<file path="src/stbs_pkg.sv">
`timescale 1ns / 1ps
package stbs_pkg;

   localparam int DEPTH  = 1024;
   localparam int ADDR_W = (DEPTH > 1) ? $clog2(DEPTH) : 1;
   localparam int CNT_W  = $clog2(DEPTH + 1);
   localparam int VAL_W  = 32;
   localparam int POS_W  = 11;
   localparam int KIND_W = 2;

   localparam logic [KIND_W-1:0] KIND_CLEAR  = 2'd0;
   localparam logic [KIND_W-1:0] KIND_APPEND = 2'd1;
   localparam logic [KIND_W-1:0] KIND_LOWER  = 2'd2;
   localparam logic [KIND_W-1:0] KIND_UPPER  = 2'd3;

   typedef struct packed {
      logic [KIND_W-1:0]       kind;
      logic signed [VAL_W-1:0] value;
   } req_type;

   typedef struct packed {
      logic [POS_W-1:0] position;
      logic             dropped;
   } rsp_type;

   // Commands from the controller to the datapath.
   typedef struct packed {
      logic clear;
      logic append;
      logic start;
      logic step;
      logic drop;
      logic out_load;
   } cmd_type;

   // Status from the datapath to the controller.
   typedef struct packed {
      logic count_zero;
      logic full;
      logic search_done;
      logic out_free;
   } status_type;

endpackage

</file>
<file path="src/stbs_ctrl.sv">
`timescale 1ns / 1ps
module stbs_ctrl
   import stbs_pkg::*;
(
   input  logic              clock,
   input  logic              reset,
   input  logic              req_valid,
   input  logic [KIND_W-1:0] req_kind,
   output logic              req_stall,
   input  status_type        status,
   output cmd_type           cmd
);

   typedef enum logic [2:0] {
      S_IDLE   = 3'b001,
      S_SEARCH = 3'b010,
      S_FINISH = 3'b100
   } state_type;

   state_type state_ff, state_in;

   assign req_stall = (state_ff != S_IDLE);

   always_comb begin
      state_in = state_ff;
      cmd      = '0;
      case (state_ff)
         S_IDLE: begin
            if (req_valid) begin
               case (req_kind)
                  KIND_CLEAR: begin
                     cmd.clear = 1'b1;
                  end
                  KIND_APPEND: begin
                     if (status.full) begin
                        cmd.drop = 1'b1;
                        state_in = S_FINISH;
                     end else begin
                        cmd.append = 1'b1;
                     end
                  end
                  default: begin
                     cmd.start = 1'b1;
                     state_in  = status.count_zero ? S_FINISH : S_SEARCH;
                  end
               endcase
            end
         end
         S_SEARCH: begin
            cmd.step = 1'b1;
            if (status.search_done) begin
               state_in = S_FINISH;
            end
         end
         S_FINISH: begin
            if (status.out_free) begin
               cmd.out_load = 1'b1;
               state_in     = S_IDLE;
            end
         end
         default: begin
            state_in = S_IDLE;
         end
      endcase
   end

   always_ff @(posedge clock) begin
      if (reset) begin
         state_ff <= S_IDLE;
      end else begin
         state_ff <= state_in;
      end
   end

endmodule

</file>
<file path="config.mk">
export PLATFORM = sky130hd
export DESIGN_NAME = stbs_ctrl
export DESIGN_NICKNAME = d
export VERILOG_FILES = /design/src/stbs_pkg.sv /design/src/stbs_ctrl.sv
export SDC_FILE = /design/constraint.sdc
export NUM_CORES = 1
export LEC_CHECK = 0
export BUFFER_PORTS_ARGS = -buffer_cell sky130_fd_sc_hd__buf_2
export CORE_AREA = 2 2 39 41
export CTS_CLUSTER_DIAMETER = 60
export DETAILED_ROUTE_END_ITERATION = 12
export DIE_AREA = 0 0 41 43
export PLACE_DENSITY = 0.4
export SLEW_MARGIN = 5
export SYNTH_ARGS = -nofsm -noshare
export SYNTH_HDL_FRONTEND = slang
export SYNTH_SLANG_ARGS = --single-unit
</file>
<file path="constraint.sdc">
create_clock -name clock -period 2.8 [get_ports clock]
set_input_delay 0.42 -clock clock [delete_from_list [all_inputs] [get_ports clock]]
set_output_delay 0.42 -clock clock [all_outputs]
set_load 0.05 [all_outputs]
</file>
## Word level (Yosys, flattened, before mapping)

Cells that the tools add are included.

| cells by class | value |
|---|---|
| eq/ne operators | 10 |
| multiplexer cells | 20 |
| reductions and logical operators | 3 |

Operator list:

| cell | number |
|---|---|
| $mux W3 | 7 |
| $mux W1 | 11 |
| $pmux W3 S3 | 1 |
| $ne A2 B2 Y1 const B | 4 |
| $pmux W3 S2 | 1 |
| $reduce_and A5 Y1 | 1 |
| $eq A3 B1 Y1 const B | 1 |
| $eq A3 B2 Y1 const B | 1 |
| $eq A3 B3 Y1 const B | 1 |
| $ne A3 B1 Y1 const B | 1 |
| $ne A3 B3 Y1 const B | 1 |
| $eq A2 B1 Y1 const B | 1 |
| $logic_not A2 Y1 | 1 |
| $reduce_or A2 Y1 | 1 |

| word-level totals | value |
|---|---|
| register bits | 3 |

## Logic depth before layout (Yosys ltp)

| depth | value |
|---|---|
| depth after elaboration | 5 |
| gate-level depth with buffers | 3 |
| mapped depth without buffers | 3 |

## Least setup slack after synthesis

OpenSTA, ideal clock, no wires.

| timing path | value |
|---|---|
| kind | flip-flop to output port |
| start | reg state_ff[0] |
| end | out cmd[4] (netlist bit) |
| data arrival time | 2.556 ns |
| setup slack | -0.176 ns |
| stages on the path, launching flop included | 3 |
| path buffers | 0 |
| path through | dfxtp_1 > or3b_4 > nor4b_1 |

RTL lines:

| what | RTL line | RTL |
|---|---|---|
| start, declared | stbs_ctrl.sv:20 | `state_type state_ff, state_in;` |
| start signal, assigned | stbs_ctrl.sv:71 | `state_ff <= state_in;` |
| end, declared | stbs_ctrl.sv:11 | `output cmd_type cmd` |

==> metrics.txt <==
critical path arrival 1580 ps; core area 1380 um2; Top reg by flops state_ff; flop2flop setup slack 1510 ps; Final Util 28.5%; # DRC 0; total I/O pin count 16; synthesized flop and latch total 3; Final setup violation count 0; row cnt 14; IO Port Bufs 15; share of layout cells above drive strength 1 44.9%; post-synthesis sequential area ratio 22.5%; ys flop type dfxtp_1; Die X 41 um; total wire length 642 um; FF-to-FF path depth 3; Synth async-reset ratio 0%; Resize count post-CTS 0; Hold-fix buffers, CTS 0; Largest register FFs 3; CP Data Required Time 2380 ps; Skew-Pair Late Insertion Delay 230 ps; initial antenna violation count 0; Rel. slew slack 83.3%; Placer Congestion 0.621; final HPWL from detailed placement 544 um; clk slew on worst S/H paths 40 ps; largest net degree at the start of global routing 8; unrepaired setup endpoints after global routing false; Worst Setup SP state_ff[0]; f_max 0.499 GHz; area leader, netlist dfxtp_1; clk_skew 3.50 ps; worst-path fanout max 7; Final Net Count 59; worst-margin pin slew 252 ps; kind of critical path register to output port; CP startpoint kind register; clock period minus worst slack 2000 ps; dominant cells by area after synthesis dfxtp_1 (23%), o31ai_4 (8.0%), nor3b_1 (5.6%), and4bb_1 (4.7%), and4bb_2 (4.7%); Post-synth EDFFs 0; FF/Latch Area 60.1 um2; Num CTS Buffers 3; Via-to-Cell Ratio 4.42; CTS Sinks 3; top cells by count, synth dfxtp_1 (3), nand2_1 (3); Worst Hold Depth 2; Layout area overhead 47.9%; H-Tree Depth 1; die height 43 um; synth warn 0; Post-Synthesis Cell Area 267 um2; GRT Total Usage 8.73%; run status finished clean; setup repair bufs after CTS 0; TritonCTS clock tree built; global-route wire length before repair 1010 um; Final Hold Vio Count 0; worst hold path class input port to register; VDD IR max 0.204 mV; syn_nets 39; RR Endpoint state_ff[2]; Synth top area share 22.5%; fill cell count 177; Initial Util 19.3%; Leakage 0.183 nW; Hold Path End state_ff[1]; drt first pass iters 2; Largest regs state_ff x3; area of the multi-input gates 209 um2; Critical Path End Type output port; total vias in the final route 287; die area 1760 um2; Worst R2R Start state_ff[0]; CTS Buffer Depth 2; power density over the cells 448 nW/um2; setup TNS 0 ps; grt ovf 0; fin. max-slew vios 0; Synth cell types 22; Hold Startpoint status[1]; detailed router's first-iteration violation count 3; vias in the first global route 267; max-cap viol count 0; Mapped Cells 30; post-DR wirelength/cell 9.88 um; Routed Antenna Nets 0; final worst-path cycle share 71.6%; ANT cells 0; clk root buf clkbuf_4; Avg Cell Area, Syn 8.88 um2
## cells in the final DEF (no fill, tap or decap)
master     instances
and2_1             1
and2b_1            1
and4b_1            1
and4bb_1           1
and4bb_2           1
buf_2             15
clkbuf_1           1
clkbuf_4           3
dfxtp_1            3
inv_1              1
mux2i_1            1
nand2_1            3
nand2b_1           2
nor2_1             2
nor2b_1            1
nor3b_1            2
nor4b_2            1
o21a_1             1
o21ai_0            2
o21bai_1           1
o2bb2ai_1          1
o31a_1             1
o31ai_1            1
o31ai_4            1
or3b_4             1
## critical path, stage by stage, from the launching register on
cell	delay (ps)
dfxtp_1	390
or3b_4	430
nor4b_2	240
buf_2	290
## worst max path at each step
stage | endpoint | slack [ps] | cells after the start
3_5_place_dp | cmd[4] | 1040 | 3
4_1_cts | cmd[4] | 780 | 3
6_report | cmd[4] | 800 | 3
3_3_place_gp | cmd[4] | 1040 | 3
5_1_grt | cmd[4] | 710 | 3
2_1_floorplan | cmd[4] | 520 | 2
## area by class of cell
class	instances	share of cell area, %
Clock buffer	4	6.67
Tap cell	16	5.08
Timing Repair Buffer	15	19.0
Sequential cell	3	15.2
Multi-Input combinational cell	26	53.0
Inverter	1	0.952
## logic make-up (layout without fill, tap and decap cells)
| group | Yosys count | count (layout) | synth area share, % |
|---|---|---|---|
| simple gates | 17 | 17 | 45.5 |
| flops | 3 | 3 | 22.5 |
| compound gates | 8 | 8 | 26.8 |
| buf+inv | 1 | 20 | 1.41 |
| mux | 1 | 1 | 3.76 |
## metal layers
layer,track usage (%),vias up,part of all wire (%)
li1,-,152,-
met1,11.6,125,49
met2,11.3,10,45
met3,3.14,0,5.8
met4,6.00,0,0
met5,0,-,0
## where the power goes
part | total [W] | switching (W) | internal [W]
combinational | 0.0000529 | 0.0000329 | 0.0000200
sequential | 0.0000483 | 0.00000302 | 0.0000453
clock | 0.0000752 | 0.0000218 | 0.0000534
## metrics by stage
stage          worst slack (ps)  total power, W  hold slack, ps  instances  area (um2)
2_1_floorplan               520       0.0000858             508         30         273
3_3_place_gp               1040        0.000103             629         61         368
3_5_place_dp               1040        0.000102             623         61         368
4_1_cts                     780        0.000181             377         65         394
5_1_grt                     710        0.000189             399         65         394
6_report                    796        0.000176             384         65         394
Power figures use the tool's default switching activity.
